===== src/rtl/wrol_pkg.sv =====
// Package for the write record ring with offset lookup.
// Holds the beat payload types, function codes, cell ops and controller states.
// No dependencies.
package wrol_pkg;

    // Function codes of a request beat
    localparam logic FUNC_ADD  = 1'b0;
    localparam logic FUNC_FIND = 1'b1;

    localparam int HANDLE_W = 32;
    localparam int LENGTH_W = 16;
    localparam int OFFSET_W = 20;

    typedef struct packed {
        logic                func;
        logic [HANDLE_W-1:0] entry_handle;
        logic [LENGTH_W-1:0] entry_length;
        logic [OFFSET_W-1:0] byte_offset;
    } t_req;

    typedef struct packed {
        logic                found;
        logic [HANDLE_W-1:0] hit_handle;
        logic [LENGTH_W-1:0] hit_length;
        logic [LENGTH_W-1:0] byte_in_record;
        logic                evicted;
        logic [HANDLE_W-1:0] evicted_handle;
    } t_rsp;

    // One stored record as held in a cell
    typedef struct packed {
        logic                valid;
        logic [HANDLE_W-1:0] handle;
        logic [LENGTH_W-1:0] length;
    } t_record;

    // What a cell does in a cycle
    typedef enum logic [1:0] {
        CELL_HOLD,
        CELL_TAKE,
        CELL_LOAD
    } t_cell_op;

    typedef enum logic [1:0] {
        ST_IDLE,
        ST_WALK,
        ST_DONE
    } t_state;

endpackage


===== src/rtl/wrol_chan_if.sv =====
// Request and response channels of the record ring.
// Depends on wrol_pkg for the payload types.
interface wrol_req_if import wrol_pkg::*; ();
    logic valid;
    logic ready;
    t_req data;

    modport source (output valid, output data, input ready);
    modport sink   (input valid, input data, output ready);
endinterface

interface wrol_rsp_if import wrol_pkg::*; ();
    logic valid;
    logic ready;
    t_rsp data;

    modport source (output valid, output data, input ready);
    modport sink   (input valid, input data, output ready);
endinterface


===== src/rtl/wrol_cell.sv =====
// One cell of the record chain: holds a record, takes its neighbor's or a new one.
// Depends on wrol_pkg.
module wrol_cell import wrol_pkg::*; (
    input  logic     i_clk,
    input  logic     i_rst_n,
    input  t_cell_op i_op,
    input  t_record  i_nb,
    input  t_record  i_new,
    output t_record  o_rec
);

    logic                r_valid;
    logic [HANDLE_W-1:0] r_handle;
    logic [LENGTH_W-1:0] r_length;

    // Valid bit: cleared by reset
    always_ff @(posedge i_clk) begin
        if (!i_rst_n) begin
            r_valid <= 1'b0;
        end else begin
            case (i_op)
                CELL_TAKE: r_valid <= i_nb.valid;
                CELL_LOAD: r_valid <= i_new.valid;
                default:   r_valid <= r_valid;
            endcase
        end
    end

    // Record payload
    always_ff @(posedge i_clk) begin
        case (i_op)
            CELL_TAKE: begin
                r_handle <= i_nb.handle;
                r_length <= i_nb.length;
            end
            CELL_LOAD: begin
                r_handle <= i_new.handle;
                r_length <= i_new.length;
            end
            default: begin
                r_handle <= r_handle;
                r_length <= r_length;
            end
        endcase
    end

    assign o_rec.valid  = r_valid;
    assign o_rec.handle = r_handle;
    assign o_rec.length = r_length;

endmodule


===== src/rtl/write_record_ring_offset_lookup.sv =====
// Top level: ring of write records kept as a chain of cells, oldest in cell 0.
// Depends on wrol_pkg, wrol_chan_if and wrol_cell.
//
//  channel  | dir | payload                                             | beat
//  i_req    | in  | func, entry_handle, entry_length, byte_offset       | valid & ready
//  o_rsp    | out | found, hit/len/byte_in_record, evicted, ev. handle  | valid & ready
//
// An add passes from its request beat through ST_DONE into the response register; a find
// first walks ST_WALK, the chain rotating once past cell 0, one cell a cycle, then ST_DONE.
// The next request is taken back in ST_IDLE. One item is in work at a time; the next
// is taken while a response still waits in the output register, and a finished item
// holds while that register is full.
// Synchronous reset empties the chain at once.
module write_record_ring_offset_lookup import wrol_pkg::*; #(
    parameter int RING_ENTRIES = 10
) (
    input  logic        i_clk,
    input  logic        i_rst_n,
    wrol_req_if.sink    i_req,
    wrol_rsp_if.source  o_rsp
);

    localparam int CNT_W = (RING_ENTRIES > 1) ? $clog2(RING_ENTRIES) : 1;
    localparam int SUM_W = LENGTH_W + $clog2(RING_ENTRIES + 1);
    localparam int CMP_W = (SUM_W > OFFSET_W) ? SUM_W : OFFSET_W;

    t_state           r_state, n_state;
    logic [CMP_W-1:0] r_sum, n_sum;
    logic [CMP_W-1:0] r_off, n_off;
    logic [CNT_W-1:0] r_step, n_step;
    t_rsp             r_res, n_res;
    t_rsp             r_out, n_out;
    logic             r_out_valid, n_out_valid;

    t_record          w_rec [RING_ENTRIES];
    t_cell_op         w_op  [RING_ENTRIES];
    t_record          w_new;
    logic             w_accept;
    logic             w_add;
    logic             w_full;
    logic [CMP_W-1:0] w_add_sum;
    logic [CMP_W-1:0] w_rel;

    assign w_accept  = i_req.valid & i_req.ready;
    assign w_add     = w_accept & (i_req.data.func == FUNC_ADD);
    assign w_full    = w_rec[RING_ENTRIES-1].valid;
    assign w_add_sum = r_sum + CMP_W'(w_rec[0].length);
    assign w_rel     = r_off - r_sum;

    assign w_new.valid  = 1'b1;
    assign w_new.handle = i_req.data.entry_handle;
    assign w_new.length = i_req.data.entry_length;

    // Cell chain: each cell takes from its upper neighbor, the last one from cell 0
    for (genvar g = 0; g < RING_ENTRIES; g++) begin : g_cell
        localparam int NB = (g == RING_ENTRIES - 1) ? 0 : g + 1;

        logic w_prev_valid;
        if (g == 0) begin : g_first
            assign w_prev_valid = 1'b1;
        end else begin : g_rest
            assign w_prev_valid = w_rec[g-1].valid;
        end

        // Pick the cell op: append, shift out the oldest, or rotate for a walk
        always_comb begin
            if (w_add) begin
                if (w_full) begin
                    w_op[g] = (g == RING_ENTRIES - 1) ? CELL_LOAD : CELL_TAKE;
                end else begin
                    w_op[g] = (!w_rec[g].valid && w_prev_valid) ? CELL_LOAD : CELL_HOLD;
                end
            end else if (r_state == ST_WALK) begin
                w_op[g] = CELL_TAKE;
            end else begin
                w_op[g] = CELL_HOLD;
            end
        end

        wrol_cell u_cell (
            .i_clk   (i_clk),
            .i_rst_n (i_rst_n),
            .i_op    (w_op[g]),
            .i_nb    (w_rec[NB]),
            .i_new   (w_new),
            .o_rec   (w_rec[g])
        );
    end

    // Next state
    always_comb begin
        n_state = r_state;
        case (r_state)
            ST_IDLE: begin
                if (w_accept) begin
                    n_state = (i_req.data.func == FUNC_ADD) ? ST_DONE : ST_WALK;
                end
            end
            ST_WALK: begin
                if (r_step == CNT_W'(RING_ENTRIES - 1)) begin
                    n_state = ST_DONE;
                end
            end
            ST_DONE: begin
                if (!r_out_valid || o_rsp.ready) begin
                    n_state = ST_IDLE;
                end
            end
            default: n_state = ST_IDLE;
        endcase
    end

    // Datapath and output register
    always_comb begin
        n_sum       = r_sum;
        n_off       = r_off;
        n_step      = r_step;
        n_res       = r_res;
        n_out       = r_out;
        n_out_valid = r_out_valid;
        case (r_state)
            ST_IDLE: begin
                if (w_accept) begin
                    n_res  = '0;
                    n_sum  = '0;
                    n_step = '0;
                    n_off  = CMP_W'(i_req.data.byte_offset);
                    if (i_req.data.func == FUNC_ADD && w_full) begin
                        n_res.evicted        = 1'b1;
                        n_res.evicted_handle = w_rec[0].handle;
                    end
                end
            end
            ST_WALK: begin
                n_step = r_step + 1'b1;
                // Accumulate the head record while nothing has matched yet
                if (w_rec[0].valid && !r_res.found) begin
                    n_sum = w_add_sum;
                    if (r_off < w_add_sum) begin
                        n_res.found          = 1'b1;
                        n_res.hit_handle     = w_rec[0].handle;
                        n_res.hit_length     = w_rec[0].length;
                        n_res.byte_in_record = w_rel[LENGTH_W-1:0];
                    end
                end
            end
            default: ;
        endcase
        // Drop a taken beat, then load a finished result when the slot is free
        if (o_rsp.ready) begin
            n_out_valid = 1'b0;
        end
        if (r_state == ST_DONE && (!r_out_valid || o_rsp.ready)) begin
            n_out       = r_res;
            n_out_valid = 1'b1;
        end
    end

    // Handshake outputs
    always_comb begin
        i_req.ready = (r_state == ST_IDLE);
        o_rsp.valid = r_out_valid;
        o_rsp.data  = r_out;
    end

    // Control registers
    always_ff @(posedge i_clk) begin
        if (!i_rst_n) begin
            r_state     <= ST_IDLE;
            r_out_valid <= 1'b0;
        end else begin
            r_state     <= n_state;
            r_out_valid <= n_out_valid;
        end
    end

    // Payload registers
    always_ff @(posedge i_clk) begin
        r_sum  <= n_sum;
        r_off  <= n_off;
        r_step <= n_step;
        r_res  <= n_res;
        r_out  <= n_out;
    end

endmodule


===== src/flat_wrapper.sv =====
// flat-port wrapper written by rule: the top's interface ports become plain ports
module write_record_ring_offset_lookup_flat import wrol_pkg::*;
#(
    parameter int RING_ENTRIES = 10
)
  (i_clk, i_rst_n, i_req_valid, i_req_data, i_req_ready, o_rsp_valid, o_rsp_data, o_rsp_ready);
  wrol_req_if i_req_i ();
  wrol_rsp_if o_rsp_i ();
  input  logic i_clk;
  input  logic i_rst_n;
  input wire logic [$bits(i_req_i.valid)-1:0] i_req_valid;
  input wire logic [$bits(i_req_i.data)-1:0] i_req_data;
  output wire logic [$bits(i_req_i.ready)-1:0] i_req_ready;
  output wire logic [$bits(o_rsp_i.valid)-1:0] o_rsp_valid;
  output wire logic [$bits(o_rsp_i.data)-1:0] o_rsp_data;
  input wire logic [$bits(o_rsp_i.ready)-1:0] o_rsp_ready;
  assign i_req_i.valid = i_req_valid;
  assign i_req_i.data = i_req_data;
  assign i_req_ready = i_req_i.ready;
  assign o_rsp_valid = o_rsp_i.valid;
  assign o_rsp_data = o_rsp_i.data;
  assign o_rsp_i.ready = o_rsp_ready;
  write_record_ring_offset_lookup #(.RING_ENTRIES(RING_ENTRIES)) u_core (.i_clk(i_clk), .i_rst_n(i_rst_n), .i_req(i_req_i), .o_rsp(o_rsp_i));
endmodule

===== config.mk =====
export PLATFORM = sky130hd
export DESIGN_NAME = write_record_ring_offset_lookup_flat
export DESIGN_NICKNAME = d
export VERILOG_FILES = /design/src/rtl/wrol_pkg.sv /design/src/rtl/wrol_chan_if.sv /design/src/rtl/wrol_cell.sv /design/src/rtl/write_record_ring_offset_lookup.sv /design/src/flat_wrapper.sv
export SDC_FILE = /design/constraint.sdc
export NUM_CORES = 1
export LEC_CHECK = 0
export BUFFER_PORTS_ARGS = -buffer_cell sky130_fd_sc_hd__buf_2
export CAP_MARGIN = 5
export CORE_UTILIZATION = 40
export DETAILED_ROUTE_END_ITERATION = 10
export PLACE_DENSITY = 0.55
export SLEW_MARGIN = 20
export SYNTH_ARGS = -nofsm -noshare
export SYNTH_HDL_FRONTEND = slang
export SYNTH_SLANG_ARGS = --single-unit
export TNS_END_PERCENT = 30

===== constraint.sdc =====
create_clock -name i_clk -period 8.2 [get_ports i_clk]
set_clock_uncertainty 0.05 [all_clocks]
set_input_delay 1.64 -clock i_clk [delete_from_list [all_inputs] [get_ports i_clk]]
set_output_delay 1.64 -clock i_clk [all_outputs]
set_load 0.1 [all_outputs]

* Yosys cells after proc, flatten, opt, wreduce, memory -nomap -nowiden
Index checks and enable logic that the tools add are counted.
** Operators by class
- Add/sub/neg operators :: 3
- $mul :: 0
- Divide/modulo/power cells :: 0
- Order comparisons :: 1
- Equality and inequality tests :: 28
- Shift operators :: 0
- Multiplexer cells :: 78
- Bitwise logic cells :: 3
- Reduce and logical (&&, ||, !) cells :: 42
** Operators by type and width (count)
- 32-bit one-hot mux with 2 select lines :: 10
- 16-bit one-hot mux with 2 select lines :: 10
- 65-bit 2-to-1 mux :: 2
- 65-bit one-hot mux with 2 select lines :: 1
- 98-bit 2-to-1 mux :: 1
- 2-bit 2-to-1 mux :: 34
- 20-bit 2-to-1 mux :: 2
- 20-bit one-hot mux with 2 select lines :: 1
- 33-bit 2-to-1 mux :: 1
- 2-bit nonzero test :: 12
- 2-bit by 1-bit equality test with 1-bit output, second input constant :: 11
- 2-bit equality test, second input constant :: 11
- 20-bit by 16-bit adder with 20-bit output :: 1
- 20-bit < comparator :: 1
- 1-bit one-hot mux with 2 select lines :: 10
- 16-bit subtractor :: 1
- 1-bit logical AND :: 12
- 1-bit logical NOT :: 11
- 2-bit != test, second input constant :: 5
- 4-bit one-hot mux with 2 select lines :: 1
- 2-bit one-hot mux with 3 select lines :: 1
- 3-bit AND reduction :: 2
- 4-bit by 1-bit adder with 4-bit output, second input constant :: 1
- 4-bit equality test, second input constant :: 1
- 8 further kinds :: 12
** Storage, ports and cells
- Flip-flop bits (word level) :: 733
- Bits in latches :: 0
- Memory bits (writable) :: 0
- Memory bits (read-only) :: 0
- Bits of input ports :: 73
- Output and inout bits :: 100
- Word-level logic and storage cells :: 202
- Memories kept :: 0

* Longest topological paths before layout
- Depth in word-level cells :: 7
- Depth in mapped cells :: 15
- Mapped depth without buffers :: 15

* Hierarchy
A second synthesis with hierarchy kept.
** Unflattened totals
- Cells, all modules :: 1825
- Area, all modules :: 31452.7 sq um
** Modules (own cells, without submodules)
- wrol_cell :: instances 10, cells an instance 110, area an instance 2094.5 sq um, sequential area each 1461.4 sq um
- write_record_ring_offset_lookup :: instances 1, cells an instance 725, area an instance 10507.6 sq um, sequential area each 7267.0 sq um

* Worst setup path before layout
OpenSTA, ideal clock, no wires.
- Path kind :: input -> register
- From :: input port i_req_valid
- To :: register u_core.r_res[33] (netlist bit), enable pin
- Library setup time :: 0.509 ns
- Arrival :: 6.192 ns
- Required time :: 7.641 ns
- Path slack :: 1.449 ns
- Cell stages on the path :: 4
- Path buffers :: 0
- Cells stage by stage :: nand3b_1 -> inv_1 -> nor4_1 -> a21oi_1
** Between the ends
- Word-level cells in the longest chain between the ends :: 3
** Ends and longest elaborated chain
- start: declaration :: RTL line flat_wrapper.sv:11 : input wire logic [$bits(i_req_i.valid)-1:0] i_req_valid;
- 1-bit bitwise AND :: RTL line write_record_ring_offset_lookup.sv:44 : assign w_accept = i_req.valid & i_req.ready;
- 2-bit != test (no line)
- 4-bit AND reduction (no line)
- end signal: assignment :: RTL line write_record_ring_offset_lookup.sv:182 : r_res <= n_res;
- end: declaration :: RTL line write_record_ring_offset_lookup.sv:31 : t_rsp r_res, n_res;
Every way passes these cells.
A chain may end at the register's enable or synchronous reset.

* Final worst setup path
- From :: register u_core.g_cell[0].u_cell.r_length[7]
- To :: register u_core.r_res[91] (netlist bit), enable pin
** Between the ends
- Word-level cells in the longest chain between the ends :: 4
** Ends and longest elaborated chain
- start: declaration :: RTL line wrol_cell.sv:14 : logic [LENGTH_W-1:0] r_length;
- start signal: assignment :: RTL line wrol_cell.sv:34 : r_length <= i_nb.length;
- start signal: assignment :: RTL line wrol_cell.sv:38 : r_length <= i_new.length;
- start signal: assignment :: RTL line wrol_cell.sv:42 : r_length <= r_length;
- 20-bit by 16-bit adder with 20-bit output :: RTL line write_record_ring_offset_lookup.sv:47 : assign w_add_sum = r_sum + CMP_W'(w_rec[0].length);
- 20-bit < comparator :: RTL line write_record_ring_offset_lookup.sv:139 : if (r_off < w_add_sum) begin
- 2-bit != test (no line)
- 4-bit AND reduction (no line)
Every way passes these cells.

==> metrics.md <==
| Metric | Value |
|---|---|
| Worst-path fanout max | 65 |
| Yosys top cell area share | 69.9% |
| Worst-Skew Late Latency | between 600 and 700 ps |
| Top post-synthesis cells by count | edfxtp_1, mux2_2, and2_1 |
| Period utilization | 59.2% |
| Buf+Inv Stages, Crit Path | 1 |
| Fill count | roughly 6,600 |
| Placed Area | roughly 33,000 um^2 |
| Number of buffers added on ports | between 150 and 200 |
| Post-layout util | approximately 47% |
| Crit path depth | 15 |
| # hold bufs at CTS | 0 |
| Detailed Place HPWL | about 40 mm |
| Fraction of layout cells with a size suffix above 1 | 39.6% |
| Die Span Y | around 280 um |
| Worst vdd ir | between 100 and 150 uV |
| Routed WL | between 60 and 70 mm |
| Cells along the critical path | ha_1, nand2_1, o21ai_0, a21oi_1, a21oi_1, a31oi_1, xor2_1, ha_1, a21oi_1, nor2b_1, o21ai_0, a211o_1, a31oi_1, a21oi_4, buf_4 |
| # H-tree levels | 3 |
| Worst Path Required | roughly 8400 ps |
| Final setup viols | 0 |
| CTS Buf Count | 81 |
| FF/Latch Area | around 22,000 um^2 |
| Iteration-0 DRC Markers | around 1,000 |
| Mapped Avg Cell Area | between 15 and 20 um^2 |
| Num rows | about 100 |
| Die X | approximately 280 um |
| GPL Wtd Cong | between 0.8 and 0.9 |
| Via count of the first global-routing pass | 16,900 |
| Nets | ~2,100 |
| Largest cells by area after synthesis | edfxtp_1, mux2_2, ha_1 |
| Worst-Margin Slew | approximately 1100 ps |
| Deepest clock path buffer count | 3 |
| Arrival @ worst endpoint | 5040 ps |
| Number of setup buffers added after CTS | 0 |
| Multi-input logic area | slightly below 9000 um^2 |
| Reg2Reg Setup Slack | about 3300 ps |
| Grt ovf | 0 |
| Cells after Synth | roughly 1,800 |
| Area delta synth->final | 15.4% |
| Yosys Warn Count | 0 |
| Clk pin slew, worst setup/hold paths | 60 ps |
| Status | complete, no violations |
| Post-synthesis sequential area ratio | between 70% and 80% |
| Minimum clock period | between 4000 and 5000 ps |
| DRC Markers | 0 |
| R2r endpoint | u_core.r_res[91] |
| Crit-path max cell delay | 780 ps |
| Initial antenna violation count | 4 |
| Fmax | between 200 and 250 MHz |
| Top Family by Delay on Critical Path | compound AO/OA/AOI/OAI gates |
| Die Area | between 70,000 and 80,000 um^2 |
| CTS tree | yes |
| Worst Hold Slack | 368 ps |
| Synth cell types | 55 |
| First-pass GRT wire length | 105 mm |
| Clock root cell | clkbuf_16 |
| Max_cap viols | 0 |
| Reg2Reg Launch Point | u_core.g_cell[0].u_cell.r_length[7] |
| Antenna-violating nets left | 0 |
| Final Hold Fails | 0 |
| Syn Nets | about 1,900 |
| Pin count of the biggest net entering global routing | 66 |
| Cell accounting for the most synthesized area | edfxtp_1 |
| Crit Path Class | flop to flop |
| Max-slew headroom | between 20 and 30% |
| DR WL/cell | roughly 22 um |
| Pwr per Cell Area | between 200 and 300 nW/um^2 |
| 1st-pass router iterations | 5 |
| Post-route cell area | 35,700 um^2 |
| CP startpoint kind | flop |
| Unrepaired setup endpoints after global routing | no |
| Most frequent cell after synthesis | edfxtp_1 |
| Post-synth ARST share | 0% |
| Pleak | approximately 12 nW |
| Fin. max-slew vios | 0 |
| Mapped cell area | just over 30,000 um^2 |
| CP Capture Type | flop |
| Vias | ~16,000 |
| Final total power | approximately 9.5 mW |
| Setup TNS | 0 ps |
| Post-CTS sizing | 0 |
| Ports | between 150 and 200 |
| EDFF count, synth | 720 |
| Yosys reg bits | about 730 |
| Critical path's slowest cell | buf_4 |
| Clock sinks | 733 |
| Core outline area | 76,200 um^2 |
| Worst Hold Class | flop to flop |
| Most used cell, CP | a21oi_1 |
| Initial core utilization | between 40% and 50% |
| GRT Total Usage | between 10% and 20% |
| CP startpoint | u_core.g_cell[0].u_cell.r_length[7] |
| Routed vias/inst | around 5 |
| Worst R2R Path Depth | 15 |
| Worst Setup EP | u_core.r_res[91] |
| Top FF cell, synth | edfxtp_1 |
stage by stage:
step | cells | setup WS, ps
final | 3094 | 3350
after global routing | 3094 | 3100
after CTS | 3093 | 3380
after detailed placement | 2944 | 2860
after global placement | 2944 | 2980
after floorplan | 1795 | 1450
layer usage:
layer	up-vias	wire length, um	track usage (%)
li1	7316	-	-
met4	2	1970	5.73
met1	8095	30500	23.5
met3	127	2840	3.21
met5	-	12	0
met2	329	33300	29.6
placed cells by master, fill, tap and decap left out, types with 3 or more instances in the layout:
master      synthesis  final
a211o_1             3      3
a211oi_1            7      7
a21o_1             14     14
a21oi_1            36     34
a31o_2              3      3
a31oi_1             5      4
and2_1             84     84
buf_2              11    172
buf_4               0     19
bufinv_16           0      8
clkbuf_1           25     20
clkbuf_16           0     83
clkinv_1            0     15
clkinv_2            0     17
clkinvlp_4          0      3
dfxtp_1            13     13
edfxtp_1          720    720
ha_1               61     52
ha_4                0      8
inv_1              38     27
inv_2               0     10
mux2_2            479    479
mux2i_1             4      4
nand2_1            31     31
nand2b_1           11     11
nand3_1            10     10
nand3b_1            3      3
nand4_1             4      4
nor2_1             64     63
nor2b_1             4      3
nor3_1             15     15
nor3b_1             8      8
o211ai_1            4      4
o21a_1              7      7
o21ai_0            29     29
o21ai_1             3      3
o31ai_1             3      3
or3_1               3      3
xnor2_1            13     13
xor2_1             17     17
flip-flops by register name (all words and copies together), names as in the netlist:
| signal | flops |
|---|---|
| u_core.g_cell.u_cell.r_length | 160 |
| u_core.g_cell.u_cell.r_handle | 320 |
| u_core.r_sum | 20 |
| u_core.g_cell.u_cell.r_valid | 10 |
| u_core.o_rsp.data | 98 |
| u_core.r_off | 20 |
| u_core.r_state | 2 |
| u_core.r_res | 98 |
| u_core.r_step | 4 |
| u_core.o_rsp.valid | 1 |
kinds of logic (layout without fill, tap and decap cells):
group	Yosys count	in the layout	synth area share [%]
multiplexers	483	483	17.6
AND/OR/NAND/NOR	247	247	4.21
AO/OA/AOI/OAI	129	129	2.65
buffers and inverters	110	378	1.38
other	0	1	0
adder cells (fa/ha/maj)	63	63	2.60
flip-flops	733	733	70.7
XOR/XNOR	30	30	0.850
final cells by class:
type                            count  area share [%]
Sequential cell                   733            61.3
Multi-Input combinational cell    952            24.6
Clock buffer                      104            6.07
Antenna cell                        1         0.00701
Tap cell                         1030            3.61
Inverter                           38           0.403
Clock inverter                     45            1.23
Timing Repair Buffer              191            2.81
power by group:
part	internal [mW]	switching (mW)	leakage, nW
Sequential	4.58	0.133	6.89
Clock	2.12	1.48	1.27
Combinational	0.410	0.739	4.13
Total	7.11	2.35	12.3
how the worst min path moves through the flow:
stage	start	endpoint	slack, ps	cells past startpoint
floorplan	u_core.r_res[0]	u_core.o_rsp.data[0]	350	0
global placement	u_core.r_res[48]	u_core.o_rsp.data[48]	350	0
detailed placement	u_core.r_res[19]	u_core.o_rsp.data[19]	350	0
CTS	u_core.r_res[19]	u_core.o_rsp.data[19]	370	0
global route	u_core.r_res[19]	u_core.o_rsp.data[19]	370	0
finish	u_core.r_res[38]	u_core.o_rsp.data[38]	370	0
Note: power is estimated with default switching activity, not from simulation.
